===== config.mk =====
export PLATFORM = sky130hd
export DESIGN_NAME = iprl_ctrl
export DESIGN_NICKNAME = d
export VERILOG_FILES = /design/src/hw/rtl/iprl_pkg.sv /design/src/hw/rtl/iprl_ctrl.sv
export SDC_FILE = /design/constraint.sdc
export NUM_CORES = 1
export LEC_CHECK = 0
export ABC_CLOCK_PERIOD_IN_PS = 1270
export BUFFER_PORTS_ARGS = -buffer_cell sky130_fd_sc_hd__buf_2
export CELL_PAD_IN_SITES_DETAIL_PLACEMENT = 2
export CELL_PAD_IN_SITES_GLOBAL_PLACEMENT = 2
export CORE_AREA = 2 2 39 41
export DETAILED_ROUTE_END_ITERATION = 16
export DIE_AREA = 0 0 41 43
export HOLD_SLACK_MARGIN = 0.1
export MAX_ROUTING_LAYER = met4
export PLACE_DENSITY_LB_ADDON = 0.1
export REMOVE_ABC_BUFFERS = 1
export SETUP_SLACK_MARGIN = 0.02
export SKIP_LAST_GASP = 1
export SLEW_MARGIN = 10
export SYNTH_ARGS = -nofsm -noshare
export SYNTH_HDL_FRONTEND = slang
export SYNTH_SLANG_ARGS = --single-unit

===== constraint.sdc =====
create_clock -name clk -period 1.27 [get_ports clk]
set_clock_uncertainty 0.15 [all_clocks]
set_input_delay 0.127 -clock clk [delete_from_list [all_inputs] [get_ports clk]]
set_output_delay 0.127 -clock clk [all_outputs]
set_load 0.1 [all_outputs]

===== src/hw/rtl/iprl_pkg.sv =====
`default_nettype none

package iprl_pkg;

    localparam logic CMD_ADD    = 1'b0;
    localparam logic CMD_LOOKUP = 1'b1;

    localparam logic [2:0] ST_STORED   = 3'd0;
    localparam logic [2:0] ST_FULL     = 3'd1;
    localparam logic [2:0] ST_FORWARD  = 3'd2;
    localparam logic [2:0] ST_TTL_DROP = 3'd3;
    localparam logic [2:0] ST_NO_ROUTE = 3'd4;

    localparam logic [5:0] MAX_PREFIX_LEN = 6'd32;

    typedef struct packed {
        logic        cmd;
        logic [31:0] net_prefix;
        logic [5:0]  mask_len;
        logic [31:0] gateway_addr;
        logic        gateway_valid;
        logic [2:0]  interface_index;
        logic [31:0] dest_addr;
        logic [7:0]  ttl_in;
    } route_req_t;

    typedef struct packed {
        logic [2:0]  status;
        logic [2:0]  out_interface;
        logic [31:0] next_hop_addr;
        logic [7:0]  ttl_out;
    } route_rsp_t;

    typedef struct packed {
        logic [31:0] prefix;
        logic [5:0]  length;
        logic [31:0] gateway;
        logic        has_gateway;
        logic [2:0]  port;
    } route_entry_t;

    typedef struct packed {
        logic capture;
        logic issue;
        logic finish;
    } iprl_cmd_t;

    typedef struct packed {
        logic scan_skip;
        logic scan_last;
        logic out_free;
    } iprl_sts_t;

    // Network mask with the given number of leading ones (length is at most 32).
    function automatic logic [31:0] len_mask(input logic [5:0] len);
        logic [31:0] mask;
        if (len == 6'd0)
        begin
            mask = 32'h0;
        end
        else
        begin
            mask = 32'hFFFF_FFFF << (MAX_PREFIX_LEN - len);
        end
        return mask;
    endfunction

endpackage

`default_nettype wire


===== src/hw/rtl/iprl_ctrl.sv =====
`default_nettype none

module iprl_ctrl (
    input  wire                 clk,
    input  wire                 rst_n,
    input  wire                 req_valid,
    output logic                req_ready,
    output iprl_pkg::iprl_cmd_t ctrl,
    input  iprl_pkg::iprl_sts_t sts
);
    import iprl_pkg::*;

    typedef enum logic [3:0] {
        S_IDLE   = 4'b0001,
        S_SCAN   = 4'b0010,
        S_DRAIN  = 4'b0100,
        S_FINISH = 4'b1000
    } state_t;

    state_t state_reg, state_next;

    always_comb
    begin
        state_next   = state_reg;
        req_ready    = 1'b0;
        ctrl.capture = 1'b0;
        ctrl.issue   = 1'b0;
        ctrl.finish  = 1'b0;
        case (state_reg)
            S_IDLE:
            begin
                req_ready    = 1'b1;
                ctrl.capture = req_valid;
                if (req_valid)
                begin
                    state_next = S_SCAN;
                end
            end
            S_SCAN:
            begin
                if (sts.scan_skip)
                begin
                    state_next = S_FINISH;
                end
                else
                begin
                    ctrl.issue = 1'b1;
                    if (sts.scan_last)
                    begin
                        state_next = S_DRAIN;
                    end
                end
            end
            // The last entry read is still being compared.
            S_DRAIN:
            begin
                state_next = S_FINISH;
            end
            S_FINISH:
            begin
                if (sts.out_free)
                begin
                    ctrl.finish = 1'b1;
                    state_next  = S_IDLE;
                end
            end
            default:
            begin
                state_next = S_IDLE;
            end
        endcase
    end

    always_ff @(posedge clk or negedge rst_n)
    begin
        if (!rst_n)
        begin
            state_reg <= S_IDLE;
        end
        else
        begin
            state_reg <= state_next;
        end
    end

endmodule

`default_nettype wire

# After elaboration in Yosys (flattened, before gate mapping)
# Cells that the tools add are included.
[word_totals] regBits=4 latchBits=0 out_inout_bits=4 n_memories=0 mem_bits_rw=0 wordCells=20 mem_bits_ro=0
[classes] order_cmp=0 div_mod_pow=0 multipliers=0 bitwise_logic=0 n_addsub=0 reduce_logical=1 shift=0 muxes=11 n_eq_ne=7
[op_table] cell="$mux 4" count=4
[op_table] cell="$pmux 4 s4" count=1
[op_table] cell="$mux 1" count=6
[op_table] cell="$eq 4x1->1 const B" count=1
[op_table] cell="$eq 4x2->1 const B" count=1
[op_table] cell="$eq 4x3->1 const B" count=1
[op_table] cell="$eq 4x4->1 const B" count=1
[op_table] cell="$ne 2x2->1 const B" count=2
[op_table] cell="$ne 3x3->1 const B" count=1
[op_table] cell="$reduce_and 3->1" count=1

# Logic depth before layout (Yosys ltp)
# Gate-level depths: netlist of the first run.
[logic_depth] depth_word=3 ltp_mapped=3

# Worst setup path after synthesis of the first run
# No wires, ideal clock.
[synth_timing] kind="register to output" from="register state_reg[1]" to="output port ctrl[0] in the netlist's numbering" required_time_ns=0.993 slack_ns=-2.408 path_stages_with_launch=3 n_path_buf=0 arrival_ns=3.401 cell_sequence="dfrtp_1 > nand2b_1 > nor4_1"
[synth_rtl] element="start: declaration" line="iprl_ctrl.sv:20" text="state_t state_reg, state_next;"
[synth_rtl] element="start signal: assignment" line="iprl_ctrl.sv:82" text="state_reg <= state_next;"
[synth_rtl] element="end: declaration" line="iprl_ctrl.sv:8" text="output iprl_pkg::iprl_cmd_t ctrl,"

==> impl_metrics.toml, run 1 <==
[run]
maxCapViolations = 0

[global_route]
antenna_found_initial = 0
grt_pass1_wl_um = 1810
grt_pass1_vias = 370
grt_usage_pct = 17.0
grt_max_degree = 7
overflow = 0

[yosys]
syn_inst = 26
synth_top_family_by_area = "simple AND/OR/NAND/NOR gates"
synth_compound_area_share_pct = 17.1
synth-simple-area-share_pct = 38.9
synth.area.mux_share_pct = 0
synth_cell_type_count = 20
syn_area_per_cell_um2 = 10.2
synth_fa_ha_area_share_pct = 0
ys_seq_elements = 4
yosysSeqAreaShare_pct = 38.4
synth-xor-area-share_pct = 0
yosysWarnings = 0
synthesis.area_um2 = 264

[clock_network]
cts_tree = "done"
holdBufCountCts = 3
cts_made_buffers = 3
cts.clk_slew.worst_paths_ns = 0.05
htreeDepth = 1
clk_latency_ns = 0.25
cts_sinks = 4
root_buffer = "clkbuf_4"
cts_buffer_depth = 2

[placement]
port_buffers = 9
place_inst = 63
globalplace.congestion = 0.680
dp_hpwl_um = 826
pre_cts_slack_ns = -0.231

[pwr]
power_mw = 1.41
peakVddDrop_v = 0.00151
p_leak_nw = 0.289
powerDensity_mw_per_mm2 = 2260

[cells_and_area]
fillers = 140
stdcell_count = 73
regArea_um2 = 105
multi_input_area_um2 = 201
mostFrequentLayoutCells = "buf_4, buf_2, buf_12"
layout-drive-gt1-share_pct = 75.4
syn_to_final_growth_pct = 136
largest_register_ff_count = 4
antennaDiodeCount = 0
fin_nets = 64
final_common_cell = "buf_4"

[detailed_routing]
drcViolationCount = 0
first_iter_violations = 0
viasPerCell = 4.63
wirelength_um = 1240
routedWlPerCell_um = 16.9
drt_first_pass_iters = 1
num_vias = 338
ant_nets = 0

[worst_setup_path]
r2r_start = "state_reg[3]"
end_kind = "output pin"
crit_arrival_ns = 1.38
worst_ep_required_time_ns = 0.99
cp_max_fo = 4
r2r_end = "state_reg[0]"
r2r_slack_ns = -0.19
crit_type = "reg2out"
cp-start-kind = "flop"
reg2reg_depth = 5

[sta]
period_share_pct = 130
hold_viol = 0
drv_slew = 0
setup_ws_ns = -0.383
fin_crit_ns = 1.65
setup_tns_ns = -1.88
timing.hold.ws_ns = 0.0619
setup_viol = 8
slew_headroom_pct = 84.5
max_freq_ghz = 0.605
rsz0062_at_grt = "yes"
worstMarginPinSlew_ns = 0.229

[floorplanning]
dieArea_mm2 = 0.00176
core_area_mm2 = 0.00138
die_w_um = 41
die_h_um = 43
num_rows = 14
ios = 10
start_util_pct = 19.1

[min_path]
whs_path_depth = 3
hp-start = "sts[2]"
hold_end = "state_reg[3]"
min_path_type = "in2reg"

[outcome]
violations = "setup timing"
status = "complete, but fails checks"
## Yosys cell counts
| master | count | share of area, % |
|---|---|---|
| o21ai_0 | 1 | 1.9 |
| nor4_2 | 1 | 4.7 |
| o21a_1 | 1 | 2.8 |
| a31oi_2 | 1 | 4.7 |
| and2_1 | 2 | 4.7 |
| dfstp_2 | 1 | 10 |
| a21oi_1 | 1 | 1.9 |
| buf_4 | 1 | 2.8 |
| nand2b_1 | 3 | 7.1 |
| inv_1 | 2 | 2.8 |
| nor3_1 | 1 | 1.9 |
| nor2_1 | 1 | 1.4 |
| nor3b_2 | 1 | 4.7 |
| a211o_1 | 1 | 3.3 |
| a31oi_1 | 1 | 2.4 |
| nor3b_1 | 1 | 2.8 |
| nor4b_2 | 1 | 5.7 |
| nor4_1 | 1 | 2.4 |
| dfrtp_1 | 3 | 28 |
| and3b_1 | 1 | 3.3 |
## logic make-up after synthesis
kind of cell / count (synthesis)
AOI/OAI and AO/OA: 6
buffers and inverters: 3
DFF: 4
and+or+nand+nor: 13
## critical path: stages, from the launching register on
cell     delay (ns)
dfrtp_2        0.45
nor4b_4        0.30
and2_4         0.20
buf_12         0.17
## cell type report
cell class / instances / share of cell area, %
clock buffers: 4 / 4.22
repair buffers: 28 / 42.2
inverters: 2 / 1.20
flip-flops and latches: 4 / 16.9
multi-input cells: 19 / 32.3
well taps: 16 / 3.21
## per-layer routing
layer / up-vias / track usage [%] / wire length, um
met4: 0 / 12.0 / 14
met1: 169 / 21.2 / 487
met5: - / - / 0
met3: 2 / 0 / 29
li1: 158 / - / -
met2: 9 / 25.3 / 703
## stage by stage
stage / utilization, % / cell area, um^2
6_report: 45.0 / 623
5_1_grt: 45.0 / 623
4_1_cts: 42.4 / 587
3_3_place_gp: 34.6 / 479
2_1_floorplan: - / 256
3_5_place_dp: 34.6 / 479
## power breakdown
group	total (mW)	internal (mW)	switching, mW
clock network	0.189	0.119	0.0702
logic	0.987	0.453	0.534
registers	0.231	0.177	0.0540
## worst max-delay path by stage
stage              end  slack [ns]  cells after the start         start
2_1_floorplan  ctrl[0]       -2.41                      2  state_reg[1]
3_3_place_gp   ctrl[2]       -0.17                      3  state_reg[1]
3_5_place_dp   ctrl[2]       -0.23                      3  state_reg[3]
4_1_cts        ctrl[2]       -0.41                      3  state_reg[1]
5_1_grt        ctrl[2]       -0.45                      3  state_reg[3]
6_report       ctrl[2]       -0.38                      3  state_reg[3]
## timing repair
item                                   4_1_cts  5_1_grt
setup endpoints to repair                    8        8
resized for setup                           10        5
endpoints found under the hold margin        7        1
pin swaps                                    0        6
buffers inserted                             1        2
(Power assumes the default switching activity.)
==> inputs of run 2 (changes only) <==
Settings changed: ABC_AREA from default to 1, CORE_AREA 2 2 39 41 to default, CORE_UTILIZATION from default to 21, DIE_AREA 0 0 41 43 to default.
==> impl_metrics.toml, run 2 <==
[sta]
slew_headroom_pct = 85.9
setup_ws_ns = -0.301
fin_crit_ns = 1.57
rsz0062_at_grt = "yes"
drv_slew = 0
max_freq_ghz = 0.637
worstMarginPinSlew_ns = 0.211
hold_viol = 0
period_share_pct = 124
setup_viol = 7

[detailed_routing]
drcViolationCount = 0
viasPerCell = 4.34
wirelength_um = 1230
routedWlPerCell_um = 15.0
num_vias = 356
ant_nets = 0
first_iter_violations = 4
drt_first_pass_iters = 2

[outcome]
violations = "setup timing"
status = "complete, but fails checks"

[pwr]
power_mw = 1.66
p_leak_nw = 0.323
powerDensity_mw_per_mm2 = 2560
peakVddDrop_v = 0.00243

[worst_setup_path]
slowest_delay_ns = 0.53
crit_family = "flip-flops"
slowest_stage = "dfstp_2"
crit_arrival_ns = 1.29
end_kind = "output pin"
cpMostUsedCell = "nor2_4"
worst_ep_required_time_ns = 0.99
path_buf_inv = 2
path_cells = "inv_2, nor2_4, nand2_4, nor2_4, buf_12"
crit_type = "reg2out"
cp-start-kind = "flop"
cp_max_fo = 3

[cells_and_area]
syn_to_final_growth_pct = 126
final_util_pct = 54.6
mostFrequentLayoutCells = "buf_4, dlygate4sd3_1, inv_1, nor2_2, buf_2"
largest_register_ff_count = 4
layout-drive-gt1-share_pct = 70.6
antennaDiodeCount = 0
fin_nets = 75
final_common_cell = "buf_4"

[global_route]
antenna_found_initial = 0
grt_pass1_wl_um = 1600
grt_pass1_vias = 391
grt_usage_pct = 17.6
overflow = 0
grt_max_degree = 5

[floorplanning]
die_h_um = 38.9
dieArea_mm2 = 0.00152
ios = 10
start_util_pct = 24.2
die_w_um = 38.9
num_rows = 12
core_area_mm2 = 0.00119

[yosys]
synth-edff-count = 0
yosysSeqAreaShare_pct = 35.4
synthFlopType = "dfrtp_1"
yosysMostFrequentCell = "inv_1"
synth_cell_type_count = 14
syn_inst = 38
yosysWarnings = 0
yosys-top-cells-area = "dfrtp_1, nand3_2, inv_1"
synth_common_cells = "inv_1, nor2_1"
synth_top_area_cell = "dfrtp_1"
syn_area_per_cell_um2 = 7.54
synthesis.area_um2 = 287
ys_async_sr_fraction_pct = 100
ys_seq_elements = 4
synth.top_cell.area_share_pct = 26.2

[run]
maxCapViolations = 0

[clock_network]
root_buffer = "clkbuf_4"
clk_latency_ns = 0.24
cts.clk_slew.worst_paths_ns = 0.04
cts_tree = "done"
cts_made_buffers = 3
cts_sinks = 4
htreeDepth = 1
cts_buffer_depth = 2

[placement]
port_buffers = 9
pre_cts_slack_ns = -0.185
dp_hpwl_um = 684
globalplace.congestion = 0.761

[min_path]
min_path_type = "in2reg"
[run 2: per-stage QoR]
stage | std cells | area [um^2] | hold slack [ns] | TNS, ns
2_1_floorplan | 37 | 279 | -0.319 | -2.62
3_3_place_gp | 66 | 447 | -0.215 | -0.339
3_5_place_dp | 66 | 447 | -0.212 | -0.516
4_1_cts | 78 | 603 | 0.106 | -1.13
5_1_grt | 82 | 648 | 0.187 | -1.64
6_report | 82 | 648 | 0.151 | -1.24
[run 2: layout make-up]
| cell class | count | area [um^2] |
|---|---|---|
| clock buffers | 4 | 26.3 |
| fillers | 127 | 538 |
| inverters | 9 | 33.8 |
| multi-input cells | 24 | 211 |
| flip-flops and latches | 4 | 101 |
| well taps | 14 | 17.5 |
| repair buffers | 27 | 258 |
[run 2: logic make-up after synthesis]
family	count (synthesis)	synth area share (%)
compound gates	3	8.74
buf+inv	10	14.4
flops	4	35.4
simple gates	21	41.5
[run 2: final timing paths]
check                      cells after the start  slack [ns]            to          from
hold reg to reg                                5        0.59  state_reg[0]  state_reg[0]
setup / recovery                               5       -0.30       ctrl[2]  state_reg[0]
min in group asynchronous                      2        0.23  state_reg[0]         rst_n
setup reg to reg                               6       -0.08  state_reg[2]  state_reg[2]
hold / removal                                 4        0.15  state_reg[3]        sts[0]
max in group asynchronous                      3        0.15  state_reg[1]         rst_n
[run 2: worst reg2reg max path, stage by stage, from the launching register on]
cell and delay (ns):
dfrtp_1 0.42, nor2_4 0.20, buf_4 0.14, buf_4 0.10, nand3_2 0.10, nand3_2 0.10, nor2_2 0.04
[run 2: layer usage]
metal	vias up	global-route usage (%)	wire length, um	part of all wire, %
met5	-	-	0	0
met4	0	12.9	0	0
met3	0	3.47	33	2.7
met2	7	32.1	691	56
met1	175	15.8	507	41
li1	174	-	-	-
[run 2: report_power, final]
| group | internal, mW | switching (mW) |
|---|---|---|
| Combinational | 0.504 | 0.745 |
| Sequential | 0.184 | 0.0527 |
| Clock | 0.118 | 0.0555 |
[run 2: what timing repair did]
action,4_1_cts,5_1_grt
setup endpoints to repair,8,8
pin swaps,2,4
gates resized for setup,16,3
hold endpoints to repair,6,1
setup buffers,2,3
hold buffers,6,1
==> inputs of run 3 (changes only) <==
Settings changed: BUFFER_PORTS_ARGS -buffer_cell sky130_fd_sc_hd__buf_2 to -buffer_cell sky130_fd_sc_hd__buf_4, CELL_PAD_IN_SITES_DETAIL_PLACEMENT 2 to default, CELL_PAD_IN_SITES_GLOBAL_PLACEMENT 2 to default, CORE_AREA from default to 2 2 39 41, CORE_UTILIZATION 21 to default, DIE_AREA from default to 0 0 41 43, PLACE_DENSITY_LB_ADDON 0.1 to default, SKIP_LAST_GASP 1 to default.
==> impl_metrics.toml, run 3 (synthesized netlist as in run 2, its figures left out) <==
[global_route]
grt_max_degree = 4
grt_pass1_vias = 351
overflow = 0
grt_usage_pct = 13.1
antenna_found_initial = 0
grt_pass1_wl_um = 1430

[placement]
place_inst = 69
placed_area_um2 = 419
dp_hpwl_um = 494
port_buffers = 9
globalplace.congestion = 0.732
pre_cts_slack_ns = -0.169

[cells_and_area]
final_common_cell = "buf_4"
design_area_um2 = 643
syn_to_final_growth_pct = 124
final_util_pct = 46.5
mostFrequentLayoutCells = "buf_4, dlygate4sd3_1, nor2_2"
stdcell_count = 81
fin_nets = 72
fillers = 137
largest_register_ff_count = 4
layout-drive-gt1-share_pct = 72.3
antennaDiodeCount = 0

[clock_network]
cts_made_buffers = 3
cts_buffer_depth = 2
clk_latency_ns = 0.24
cts.clk_slew.worst_paths_ns = 0.03
root_buffer = "clkbuf_4"
htreeDepth = 1
cts_sinks = 4
cts_tree = "done"

[outcome]
violations = "setup timing"
status = "complete, but fails checks"

[pwr]
p_leak_nw = 0.305
peakVddDrop_v = 0.00196
powerDensity_mw_per_mm2 = 2520
power_mw = 1.62

[sta]
timing.hold.ws_ns = 0.227
drv_slew = 0
setup_viol = 7
rsz0062_at_grt = "yes"
max_freq_ghz = 0.635
worstMarginPinSlew_ns = 0.198
setup_tns_ns = -1.16
fin_crit_ns = 1.58
slew_headroom_pct = 86.8
period_share_pct = 124
hold_viol = 0
setup_ws_ns = -0.306

[floorplanning]
start_util_pct = 20.7
die_h_um = 43
ios = 10
die_w_um = 41
num_rows = 14
dieArea_mm2 = 0.00176
core_area_mm2 = 0.00138

[detailed_routing]
num_vias = 329
drt_first_pass_iters = 3
wirelength_um = 844
first_iter_violations = 5
viasPerCell = 4.06
ant_nets = 0
routedWlPerCell_um = 10.4
drcViolationCount = 0

[worst_setup_path]
worst_ep_required_time_ns = 0.99
slowest_stage = "dfstp_2"
crit_type = "reg2out"
crit_arrival_ns = 1.30
cp_max_fo = 3
cp-start-kind = "flop"
slowest_delay_ns = 0.52
cpMostUsedCell = "nor2_4"
end_kind = "output pin"
path_cells = "inv_2, nor2_4, nand2_4, nor2_4, buf_12"

[run]
maxCapViolations = 0

[min_path]
min_path_type = "in2async"
run 3: repair_timing:
action	CTS	global route
resized for setup	19	15
buffers inserted	0	1
hold endpoints to repair	6	0
setup endpoints to repair	8	8
pin swaps	5	4
hold buffers	7	0
run 3: where the power goes:
group          switching (mW)  internal, mW
logic                   0.718         0.487
clock network          0.0605         0.118
registers              0.0491         0.185
run 3: cell type report:
class	count	area, um^2	share of cell area [%]
Clock buffer	4	26.3	4.09
Inverter	9	36.3	5.64
Multi-Input combinational cell	24	211	32.9
Sequential cell	4	103	16.0
Tap cell	16	20.0	3.11
Timing Repair Buffer	24	246	38.3
run 3: critical path: cells and delay by family (launching register included):
kind,cells,cell delay [ns]
simple gates,3,0.32
flops,1,0.52
buf+inv,2,0.22
run 3: final timing paths:
path	start	endpoint	slack (ns)	cells past startpoint
min reg2reg	state_reg[0]	state_reg[0]	0.45	4
max	state_reg[0]	ctrl[2]	-0.31	5
min in group clk	state_reg[0]	state_reg[0]	0.45	4
max in group asynchronous	rst_n	state_reg[1]	0.18	3
max reg2reg	state_reg[2]	state_reg[2]	-0.06	6
min	rst_n	state_reg[0]	0.23	2
run 3: metal layers:
metal | vias up | routed length (um) | part of all wire (%) | GRT usage, %
li1 | 169 | - | - | -
met1 | 148 | 280 | 33 | 14.1
met2 | 10 | 497 | 59 | 19.4
met3 | 2 | 62 | 7.3 | 9.95
met4 | 0 | 4 | 0.47 | 2.00
met5 | - | 0 | 0 | -
