`src/hw/rtl/iprl_pkg.sv`:
```
`default_nettype none

package iprl_pkg;

    localparam logic CMD_ADD    = 1'b0;
    localparam logic CMD_LOOKUP = 1'b1;

    localparam logic [2:0] ST_STORED   = 3'd0;
    localparam logic [2:0] ST_FULL     = 3'd1;
    localparam logic [2:0] ST_FORWARD  = 3'd2;
    localparam logic [2:0] ST_TTL_DROP = 3'd3;
    localparam logic [2:0] ST_NO_ROUTE = 3'd4;

    localparam logic [5:0] MAX_PREFIX_LEN = 6'd32;

    typedef struct packed {
        logic        cmd;
        logic [31:0] net_prefix;
        logic [5:0]  mask_len;
        logic [31:0] gateway_addr;
        logic        gateway_valid;
        logic [2:0]  interface_index;
        logic [31:0] dest_addr;
        logic [7:0]  ttl_in;
    } route_req_t;

    typedef struct packed {
        logic [2:0]  status;
        logic [2:0]  out_interface;
        logic [31:0] next_hop_addr;
        logic [7:0]  ttl_out;
    } route_rsp_t;

    typedef struct packed {
        logic [31:0] prefix;
        logic [5:0]  length;
        logic [31:0] gateway;
        logic        has_gateway;
        logic [2:0]  port;
    } route_entry_t;

    typedef struct packed {
        logic capture;
        logic issue;
        logic finish;
    } iprl_cmd_t;

    typedef struct packed {
        logic scan_skip;
        logic scan_last;
        logic out_free;
    } iprl_sts_t;

    // Network mask with the given number of leading ones (length is at most 32).
    function automatic logic [31:0] len_mask(input logic [5:0] len);
        logic [31:0] mask;
        if (len == 6'd0)
        begin
            mask = 32'h0;
        end
        else
        begin
            mask = 32'hFFFF_FFFF << (MAX_PREFIX_LEN - len);
        end
        return mask;
    endfunction

endpackage

`default_nettype wire

```
`src/hw/rtl/iprl_datapath.sv`:
```
`default_nettype none

module iprl_datapath #(
    parameter int ROUTE_ENTRIES = 64,
    parameter int NUM_PORTS     = 8
) (
    input  wire                  clk,
    input  wire                  rst_n,
    input  iprl_pkg::route_req_t req_data,
    output iprl_pkg::route_rsp_t rsp_data,
    output logic                 rsp_valid,
    input  wire                  rsp_ready,
    input  iprl_pkg::iprl_cmd_t  ctrl,
    output iprl_pkg::iprl_sts_t  sts
);
    import iprl_pkg::*;

    localparam int IDX_W = (ROUTE_ENTRIES > 1) ? $clog2(ROUTE_ENTRIES) : 1;
    localparam int CNT_W = $clog2(ROUTE_ENTRIES + 1);
    localparam int PORT_W = 9;

    route_entry_t route_mem [ROUTE_ENTRIES];
    route_entry_t rd_entry_reg;

    logic         cmd_reg, cmd_next;
    route_entry_t new_entry_reg, new_entry_next;
    logic [31:0]  dst_reg, dst_next;
    logic [7:0]   ttl_reg, ttl_next;

    logic [IDX_W-1:0] idx_reg, idx_next;
    logic [IDX_W-1:0] rd_idx_reg, rd_idx_next;
    logic             rd_valid_reg, rd_valid_next;
    logic [CNT_W-1:0] cnt_reg, cnt_next;

    logic             hit_reg, hit_next;
    logic [IDX_W-1:0] hit_slot_reg, hit_slot_next;
    logic             best_found_reg, best_found_next;
    logic [5:0]       best_len_reg, best_len_next;
    logic [2:0]       best_port_reg, best_port_next;
    logic [31:0]      best_hop_reg, best_hop_next;

    logic       rsp_valid_reg, rsp_valid_next;
    route_rsp_t rsp_data_reg, rsp_data_next;

    logic             wr_en;
    logic [IDX_W-1:0] wr_addr;
    logic [5:0]       len_sat;
    logic [PORT_W-1:0] port_acc;

    // Interface number reduced modulo the port count by repeated subtraction.
    always_comb
    begin
        port_acc = {{(PORT_W - 3){1'b0}}, req_data.interface_index};
        for (int k = 0; k < 8; k++)
        begin
            if (port_acc >= PORT_W'(NUM_PORTS))
            begin
                port_acc = port_acc - PORT_W'(NUM_PORTS);
            end
        end
    end

    assign len_sat = (req_data.mask_len > MAX_PREFIX_LEN) ? MAX_PREFIX_LEN
                                                           : req_data.mask_len;

    always_comb
    begin
        cmd_next        = cmd_reg;
        new_entry_next  = new_entry_reg;
        dst_next        = dst_reg;
        ttl_next        = ttl_reg;
        idx_next        = idx_reg;
        rd_idx_next     = rd_idx_reg;
        rd_valid_next   = ctrl.issue;
        cnt_next        = cnt_reg;
        hit_next        = hit_reg;
        hit_slot_next   = hit_slot_reg;
        best_found_next = best_found_reg;
        best_len_next   = best_len_reg;
        best_port_next  = best_port_reg;
        best_hop_next   = best_hop_reg;
        rsp_valid_next  = rsp_valid_reg & ~rsp_ready;
        rsp_data_next   = rsp_data_reg;
        wr_en           = 1'b0;
        wr_addr         = hit_slot_reg;

        if (ctrl.capture)
        begin
            cmd_next                   = req_data.cmd;
            new_entry_next.length      = len_sat;
            new_entry_next.prefix      = req_data.net_prefix & len_mask(len_sat);
            new_entry_next.has_gateway = req_data.gateway_valid;
            new_entry_next.gateway     = req_data.gateway_valid ? req_data.gateway_addr
                                                                : 32'h0;
            new_entry_next.port        = port_acc[2:0];
            dst_next                   = req_data.dest_addr;
            ttl_next                   = req_data.ttl_in;
            idx_next                   = '0;
            hit_next                   = 1'b0;
            best_found_next            = 1'b0;
        end

        if (ctrl.issue)
        begin
            idx_next    = IDX_W'(idx_reg + 1'b1);
            rd_idx_next = idx_reg;
        end

        if (rd_valid_reg)
        begin
            if (cmd_reg == CMD_ADD)
            begin
                // The first stored entry with the same prefix and length is replaced.
                if (!hit_reg && rd_entry_reg.length == new_entry_reg.length
                    && rd_entry_reg.prefix == new_entry_reg.prefix)
                begin
                    hit_next      = 1'b1;
                    hit_slot_next = rd_idx_reg;
                end
            end
            else
            begin
                // A strictly longer match wins, so the earliest of equal lengths is kept.
                if ((dst_reg & len_mask(rd_entry_reg.length)) == rd_entry_reg.prefix
                    && (!best_found_reg || rd_entry_reg.length > best_len_reg))
                begin
                    best_found_next = 1'b1;
                    best_len_next   = rd_entry_reg.length;
                    best_port_next  = rd_entry_reg.port;
                    best_hop_next   = rd_entry_reg.has_gateway ? rd_entry_reg.gateway
                                                               : dst_reg;
                end
            end
        end

        if (ctrl.finish)
        begin
            rsp_valid_next              = 1'b1;
            rsp_data_next.out_interface = 3'd0;
            rsp_data_next.next_hop_addr = 32'h0;
            rsp_data_next.ttl_out       = 8'd0;
            if (cmd_reg == CMD_ADD)
            begin
                if (hit_reg)
                begin
                    wr_en                = 1'b1;
                    wr_addr              = hit_slot_reg;
                    rsp_data_next.status = ST_STORED;
                end
                else if (cnt_reg < CNT_W'(ROUTE_ENTRIES))
                begin
                    // Routes are never removed, so the used slots are always the lowest ones.
                    wr_en                = 1'b1;
                    wr_addr              = cnt_reg[IDX_W-1:0];
                    cnt_next             = CNT_W'(cnt_reg + 1'b1);
                    rsp_data_next.status = ST_STORED;
                end
                else
                begin
                    rsp_data_next.status = ST_FULL;
                end
            end
            else if (ttl_reg <= 8'd1)
            begin
                rsp_data_next.status = ST_TTL_DROP;
            end
            else if (best_found_reg)
            begin
                rsp_data_next.status        = ST_FORWARD;
                rsp_data_next.out_interface = best_port_reg;
                rsp_data_next.next_hop_addr = best_hop_reg;
                rsp_data_next.ttl_out       = ttl_reg - 8'd1;
            end
            else
            begin
                rsp_data_next.status = ST_NO_ROUTE;
            end
        end
    end

    always_ff @(posedge clk)
    begin
        if (wr_en)
        begin
            route_mem[wr_addr] <= new_entry_reg;
        end
    end

    always_ff @(posedge clk)
    begin
        if (ctrl.issue)
        begin
            rd_entry_reg <= route_mem[idx_reg];
        end
    end

    always_ff @(posedge clk or negedge rst_n)
    begin
        if (!rst_n)
        begin
            rd_valid_reg   <= 1'b0;
            cnt_reg        <= '0;
            hit_reg        <= 1'b0;
            best_found_reg <= 1'b0;
            rsp_valid_reg  <= 1'b0;
            idx_reg        <= '0;
        end
        else
        begin
            rd_valid_reg   <= rd_valid_next;
            cnt_reg        <= cnt_next;
            hit_reg        <= hit_next;
            best_found_reg <= best_found_next;
            rsp_valid_reg  <= rsp_valid_next;
            idx_reg        <= idx_next;
        end
    end

    always_ff @(posedge clk)
    begin
        cmd_reg       <= cmd_next;
        new_entry_reg <= new_entry_next;
        dst_reg       <= dst_next;
        ttl_reg       <= ttl_next;
        rd_idx_reg    <= rd_idx_next;
        hit_slot_reg  <= hit_slot_next;
        best_len_reg  <= best_len_next;
        best_port_reg <= best_port_next;
        best_hop_reg  <= best_hop_next;
        rsp_data_reg  <= rsp_data_next;
    end

    assign sts.scan_skip = (cnt_reg == '0) || (cmd_reg == CMD_LOOKUP && ttl_reg <= 8'd1);
    assign sts.scan_last = (CNT_W'(idx_reg) == CNT_W'(cnt_reg - 1'b1));
    assign sts.out_free  = ~rsp_valid_reg | rsp_ready;

    assign rsp_valid = rsp_valid_reg;
    assign rsp_data  = rsp_data_reg;

`ifndef SYNTHESIS
    a_cnt_bound: assert property (@(posedge clk) disable iff (!rst_n)
        cnt_reg <= CNT_W'(ROUTE_ENTRIES))
        else $error("route count exceeds table size");

    a_read_in_range: assert property (@(posedge clk) disable iff (!rst_n)
        ctrl.issue |-> CNT_W'(idx_reg) < cnt_reg)
        else $error("table read beyond stored routes");

    a_add_status: assert property (@(posedge clk) disable iff (!rst_n)
        ctrl.finish && cmd_reg == CMD_ADD |=>
            rsp_valid_reg && (rsp_data_reg.status == ST_STORED
                              || rsp_data_reg.status == ST_FULL))
        else $error("add request gave a lookup status");

    a_full_only_when_full: assert property (@(posedge clk) disable iff (!rst_n)
        rsp_valid_reg && rsp_data_reg.status == ST_FULL |-> cnt_reg == CNT_W'(ROUTE_ENTRIES))
        else $error("table full reported with free slots");

    a_forward_ttl: assert property (@(posedge clk) disable iff (!rst_n)
        rsp_valid_reg && rsp_data_reg.status == ST_FORWARD |-> rsp_data_reg.ttl_out != 8'd0)
        else $error("forwarded datagram with zero TTL");
`endif

endmodule

`default_nettype wire

```
`config.mk`:
```
export PLATFORM = sky130hd
export DESIGN_NAME = iprl_datapath
export DESIGN_NICKNAME = d
export VERILOG_FILES = /design/src/hw/rtl/iprl_pkg.sv /design/src/hw/rtl/iprl_datapath.sv
export SDC_FILE = /design/constraint.sdc
export NUM_CORES = 2
export LEC_CHECK = 0
export BUFFER_PORTS_ARGS = -buffer_cell sky130_fd_sc_hd__buf_4
export CELL_PAD_IN_SITES_DETAIL_PLACEMENT = 0
export CELL_PAD_IN_SITES_GLOBAL_PLACEMENT = 1
export CORE_AREA = 3 3 602 604
export DETAILED_ROUTE_END_ITERATION = 7
export DIE_AREA = 0 0 605 607
export PLACE_DENSITY = 0.84
export SLEW_MARGIN = 20
export SYNTH_ARGS = -nofsm -noshare
export SYNTH_HDL_FRONTEND = slang
export SYNTH_MEMORY_MAX_BITS = 65536
export SYNTH_SLANG_ARGS = --single-unit
```
`constraint.sdc`:
```
create_clock -name clk -period 8.62 [get_ports clk]
set_clock_uncertainty 0.2 [all_clocks]
set_input_delay 1.293 -clock clk [delete_from_list [all_inputs] [get_ports clk]]
set_output_delay 1.293 -clock clk [all_outputs]
set_load 0.005 [all_outputs]
```
# ---- Yosys cells after proc, flatten, opt, wreduce, memory -nomap -nowiden
# Memory sizes are Yosys's and may differ from the RTL's. A register that Yosys moved wholly into a read port is not among the register bits.
# Cells that the tools add are included.
dict set report word_totals {
  inputBits 121
  regBits 231
  mem_bits_rw 4736
  out_inout_bits 50
  n_memories 1
}
dict set report classes {
  n_addsub 6
  eq_ne 4
  magnitude_cmp 4
  bitwise 9
  reduce_logical 16
  mux 33
  n_shift 2
}
# name depth word_bits rd rd_ports_with_merged_regs write_ports line
set mem_list {}
lappend mem_list {route_mem 64 74 1 1 1 iprl_datapath.sv:22} ;# route_entry_t route_mem [ROUTE_ENTRIES];
# operator n
set op_table {}
lappend op_table {{32-bit two-way mux} 6}
lappend op_table {{32-bit bitwise AND} 2}
lappend op_table {{32-bit equality test} 2}
lappend op_table {{32-bit by 6-bit << shifter with 32-bit output, first input constant} 2}
lappend op_table {{6-bit two-way mux} 7}
lappend op_table {{1-bit two-way mux} 17}
lappend op_table {{6-bit logical NOT} 2}
lappend op_table {{6-bit subtractor, first input constant} 2}
lappend op_table {{3-bit two-way mux} 3}
lappend op_table {{8-bit by 1-bit <= comparator with 1-bit output, second input constant} 1}
lappend op_table {{8-bit by 1-bit subtractor with 8-bit output, second input constant} 1}
lappend op_table {{7-bit by 1-bit adder with 7-bit output, second input constant} 1}
lappend op_table {{6-bit by 7-bit equality test with 1-bit output} 1}
lappend op_table {{7-bit logical NOT} 1}
lappend op_table {{7-bit less-than comparator, second input constant} 1}
lappend op_table {{7-bit by 1-bit subtractor with 7-bit output, second input constant} 1}
lappend op_table {{6-bit by 1-bit adder with 6-bit output, second input constant} 1}
lappend op_table {{6-bit equality test} 1}
lappend op_table {{6-bit > comparator} 1}
lappend op_table {{6-bit > comparator, second input constant} 1}
lappend op_table {{3-bit AND reduction} 2}
lappend op_table {{1-bit inverter} 5}
lappend op_table {{1-bit logical AND} 4}
lappend op_table {{4-bit AND reduction} 1}
lappend op_table {{other kinds (6)} 8}

# ---- Depth between registers and ports, before layout
dict set report depth {
  ltp_word 11
  mapped_depth 13
  depth_no_buf 10
}

# ---- Worst setup path after synthesis
# Ideal clock, no wire load.
dict set report synth_timing {
  path_type {input -> register}
  start {input port ctrl[0] (netlist bit)}
  end {memory route_mem[42][0] (netlist bit), enable pin}
  n_path_buf 0
  path_slack_ps 2237
  arrival_time_ps 5676
  cell_stages 6
  cell_sequence {nand2b_1 -> or3_1 -> mux2i_1 -> a2111oi_0 -> nand2_1 -> nor2_1}
}
dict set report synth_via {
  elab_chain_len 3
  word_cells_on_any_way 4
}
# item line
set synth_lines {}
lappend synth_lines {{start: declaration} iprl_datapath.sv:13} ;# input iprl_pkg::iprl_cmd_t ctrl,
lappend synth_lines {{1-bit two-way mux} iprl_datapath.sv:136} ;# if (ctrl.finish)
lappend synth_lines {{1-bit two-way mux} iprl_datapath.sv:183} ;# if (wr_en)
lappend synth_lines {{1-bit two-way mux (implied by the code)} iprl_datapath.sv:185} ;# route_mem[wr_addr] <= new_entry_reg;
lappend synth_lines {{end: declaration} iprl_datapath.sv:22}
# Parallel ways exist; a longest one is shown, timed or not.

# ---- Worst setup path in the final report
dict set report layout_timing {
  start {register, netlist name rd_entry_reg[37]}
  end {register best_port_reg[2], enable pin}
}
dict set report layout_via {
  elab_chain_len 9
  word_cells_on_any_way 12
}
# item line
set layout_lines {}
lappend layout_lines {{6-bit subtractor} iprl_pkg.sv:63} ;# mask = 32'hFFFF_FFFF << (MAX_PREFIX_LEN - len);
lappend layout_lines {{32-bit by 6-bit << shifter with 32-bit output} iprl_pkg.sv:63}
lappend layout_lines {{32-bit two-way mux} iprl_pkg.sv:57} ;# if (len == 6'd0)
lappend layout_lines {{32-bit two-way mux} iprl_datapath.sv:111} ;# if (cmd_reg == CMD_ADD)
lappend layout_lines {{32-bit two-way mux} iprl_datapath.sv:109} ;# if (rd_valid_reg)
lappend layout_lines {{32-bit bitwise AND} iprl_datapath.sv:124} ;# if ((dst_reg & len_mask(rd_entry_reg.length)) == rd_entry_reg.prefix
lappend layout_lines {{32-bit equality test} iprl_datapath.sv:124}
lappend layout_lines {{1-bit logical AND *} iprl_datapath.sv:125} ;# && (!best_found_reg || rd_entry_reg.length > best_len_reg))
lappend layout_lines {{3-bit AND reduction (no source line) *} n/a}
lappend layout_lines {{end signal: assignment} iprl_datapath.sv:228} ;# best_port_reg <= best_port_next;
lappend layout_lines {{end: declaration} iprl_datapath.sv:39} ;# logic [2:0] best_port_reg, best_port_next;
# Every way passes the cells marked *; elsewhere a longest branch is shown, timed or not. The select of a mux whose other input is x is not followed.
# A chain may end at the register's enable or synchronous reset.

==> qor_table.md <==
| Item | Reported | Unit |
| --- | --- | --- |
| Remaining number of nets flagged by the antenna check after routing | 0 | - |
| Syn Area/Cell | 24.85 | um2 |
| Largest area contributor in the synthesized netlist | edfxtp_1 | - |
| Hold path startpoint | rd_idx_reg[5] | - |
| Worst endpoint data arrival time | 6.17 | ns |
| Routed wirelength normalized by instance count | 41.72 | um |
| Leakage power | 66.09 | nW |
| Pin count of the biggest net entering global routing | 170 | - |
| Synth async-reset ratio | 0.3372 | % |
| Wire length after detailed routing | 562.8 | mm |
| Depth of the worst hold-timing path | 0 | - |
| Nets | 8432 | - |
| Setup-violating endpoint count in the final report | 0 | - |
| Reg-to-reg critical path endpoint | best_port_reg[2] | - |
| Cell Area, Synth | 192600 | um2 |
| Initial antenna violation count | 52 | - |
| Number of storage elements in the synthesis netlist | 5041 | - |
| Number of H-tree levels | 5 | - |
| Shortest period the worst path allows | 5.749 | ns |
| Synth area leaders | edfxtp_1 (78%), mux4_2 (18%), clkbuf_1 (0.57%), nor2_1 (0.23%), and2_1 (0.23%) | - |
| Worst path required time | 9.04 | ns |
| Die Area | 367200 | um2 |
| Max_slew headroom | 12.85 | % |
| HPWL Detailed | 298.5 | mm |
| Fin. max-slew vios | 0 | - |
| Peak supply drop | 0.2811 | mV |
| Synthesized netlist net count | 7893 | - |
| CP Launch Type | register | - |
| Wire length of the first global-routing pass | 775.2 | mm |
| Most instantiated library cell after synthesis | edfxtp_1 | - |
| Weighted congestion at the end of routability-driven global placement | 0.8916 | - |
| Buffer depth of the longest clock path | 4 | - |
| Hold Path Class | reg2reg | - |
| Length of the first detailed-routing pass in iterations | 6 | - |
| Warning count from the yosys run | 0 | - |
| Port Buffer Count | 170 | - |
| Cell chosen for the clock root | clkbuf_16 | - |
| Worst Reg2Reg Path Length in Cells | 10 | - |
| Layout cell share with drive strength beyond 1 | 32.11 | % |
| Clock tree from TritonCTS | yes | - |
| Mapped Cells | 7752 | - |
| Clock sinks | 5041 | - |
| Setup WS pre-CTS | 2.787 | ns |
| Result of the run | finished, final reports clean | - |
| Number of enable-type register cells in the synthesized netlist | 5024 | - |
| Routed via count divided by cell count | 6.997 | - |
| Final critical-path setup slack | 2.871 | ns |
| Final Hold Fails | 0 | - |
| Floorplan core area | 358100 | um2 |
| Floorplan die height | 607 | um |
| I/O Pins | 171 | - |
| Number of placement rows | 220 | - |
| Achievable frequency | 174.0 | MHz |
| Kind of capture point of the worst setup path | register | - |
| Flip-flop count of the largest register, all copies and words added | 4736 | - |
| Worst setup slack for register-to-register paths | 2.87 | ns |
| Overflow left after global routing | 0 | - |
| Initial standard-cell utilization of the core | 53.78 | % |
| Setup fix buffers added after clock tree synthesis | 0 | - |
| Pwr/cell area | 257.8 | nW/um2 |
| DRC Markers | 0 | - |
| Final worst path period share | 66.69 | % |
| Final sum of negative setup slack | 0 | ns |
| Clk pin slew, worst setup/hold paths | 0.06 | ns |
| Total chip power | 55.87 | mW |
| Overall die width | 605 | um |
| Sequential area share after synthesis | 78.55 | % |
| Worst Path Class, Setup | reg2reg | - |
| Measured slew at the worst slew-check pin | 1.307 | ns |
| Skew-Pair Late Insertion Delay | 1.05 | ns |
| Capture endpoint of the worst hold path | hit_slot_reg[5] | - |
| Hold buffer count at CTS | 1 | - |
| Final cell utilization of the core | 60.50 | % |
| Vias | 94.39k | - |
| Violation count after the first detailed-routing iteration | 15.49k | - |
| Overall fraction of global-route tracks in use | 30.61 | % |
| Synth top area share | 78.33 | % |
| RSZ-0062 raised after global routing | no | - |
| Ranking of synthesized cells by instance count | edfxtp_1 (5024), mux4_2 (1554), clkbuf_1 (294) | - |
| Number of gates resized after CTS | 0 | - |
| Count of distinct cell types in the synthesized netlist | 77 | - |
| Layout overhead on the synthesized area | 12.50 | % |
| Worst R2R Start | rd_entry_reg[37] | - |
| Number of global-route vias before repair | 94.12k | - |
| Leading register cell type out of synthesis | edfxtp_1 | - |
| Max-cap violations | 0 | - |
| Max FO, Critical Path | 41 | - |
| Number of CTS-inserted buffers | 464 | - |
[layer usage]
metal  track usage, %  wire length (um)
met1            37.48            178200
met2            49.93            277200
met3            5.229             56290
met4            22.01             50900
met5                0               218
[report_power, final]
part,leakage [nW],switching [mW],internal [mW]
registers,45.6,0.385,27.4
clock network,7.23,9.17,11.3
logic,13.3,4.44,3.19
[cells in the final DEF (no fill, tap or decap), types with 9 or more instances in the layout]
cell	instances
nor2_1	55
nand3_1	13
clkbuf_16	470
a21oi_1	25
inv_6	9
nor4_1	13
ha_1	20
buf_12	41
o22ai_1	9
nand2b_1	24
nor3_1	25
clkinv_1	111
nor2_4	65
inv_1	39
bufinv_16	43
xnor2_1	30
xor2_1	43
clkinv_2	89
nor2b_1	10
and3_1	13
dfrtp_1	11
diode_2	41
clkinvlp_4	15
o21ai_0	44
nand2_1	70
edfxtp_1	5024
buf_4	419
clkbuf_1	94
nand4_1	14
and2_1	71
mux2_2	24
mux4_2	1554
[critical path, cell delays in order, from the launching register on]
cell and delay (ns):
edfxtp_1 0.69, inv_1 0.24, ha_1 0.94, o21bai_1 0.29, a21oi_1 0.21, nor2_1 0.68
nor2_1 0.12, or4_1 0.55, or4_1 0.60, a2111oi_4 0.26, buf_4 0.53
[metrics by stage]
step,instances,instance area (um2),hold slack [ns]
after global placement,12590,201500,0.2025
final,13490,216700,0.2193
after detailed placement,12590,201600,0.2045
after floorplan,7752,192600,0.2003
after global routing,13480,216600,0.2245
after CTS,13440,216400,0.2002
[worst max-delay path by stage]
stage	to	slack, ns	startpoint	cells past startpoint
6_report	best_port_reg[2]	2.87	rd_entry_reg[37]	10
5_1_grt	best_port_reg[2]	2.64	rd_entry_reg[36]	10
4_1_cts	best_port_reg[2]	2.94	rd_entry_reg[36]	10
3_5_place_dp	route_mem[16][30]	2.79	ctrl[0]	9
3_3_place_gp	route_mem[47][31]	2.67	ctrl[0]	8
2_1_floorplan	route_mem[42][0]	2.24	ctrl[0]	6
[kinds of logic after synthesis]
group | after synthesis | share of synthesized area (%)
mux | 1586 | 18.35
flops | 5041 | 78.55
compound gates | 172 | 0.6191
simple gates | 425 | 1.152
fa+ha+maj | 20 | 0.1299
buf+inv | 434 | 0.8601
xor+xnor | 74 | 0.3365
[cell type report]
class,instances,area (um2)
flip-flops and latches,5041,151300
well taps,4773,5972
repair buffers,468,4139
clock inverters,286,2659
inverters,39,146.4
diodes,41,102.6
multi-input cells,2277,40200
clock buffers,566,12140
fillers,22670,141400
(Power assumes the default switching activity.)
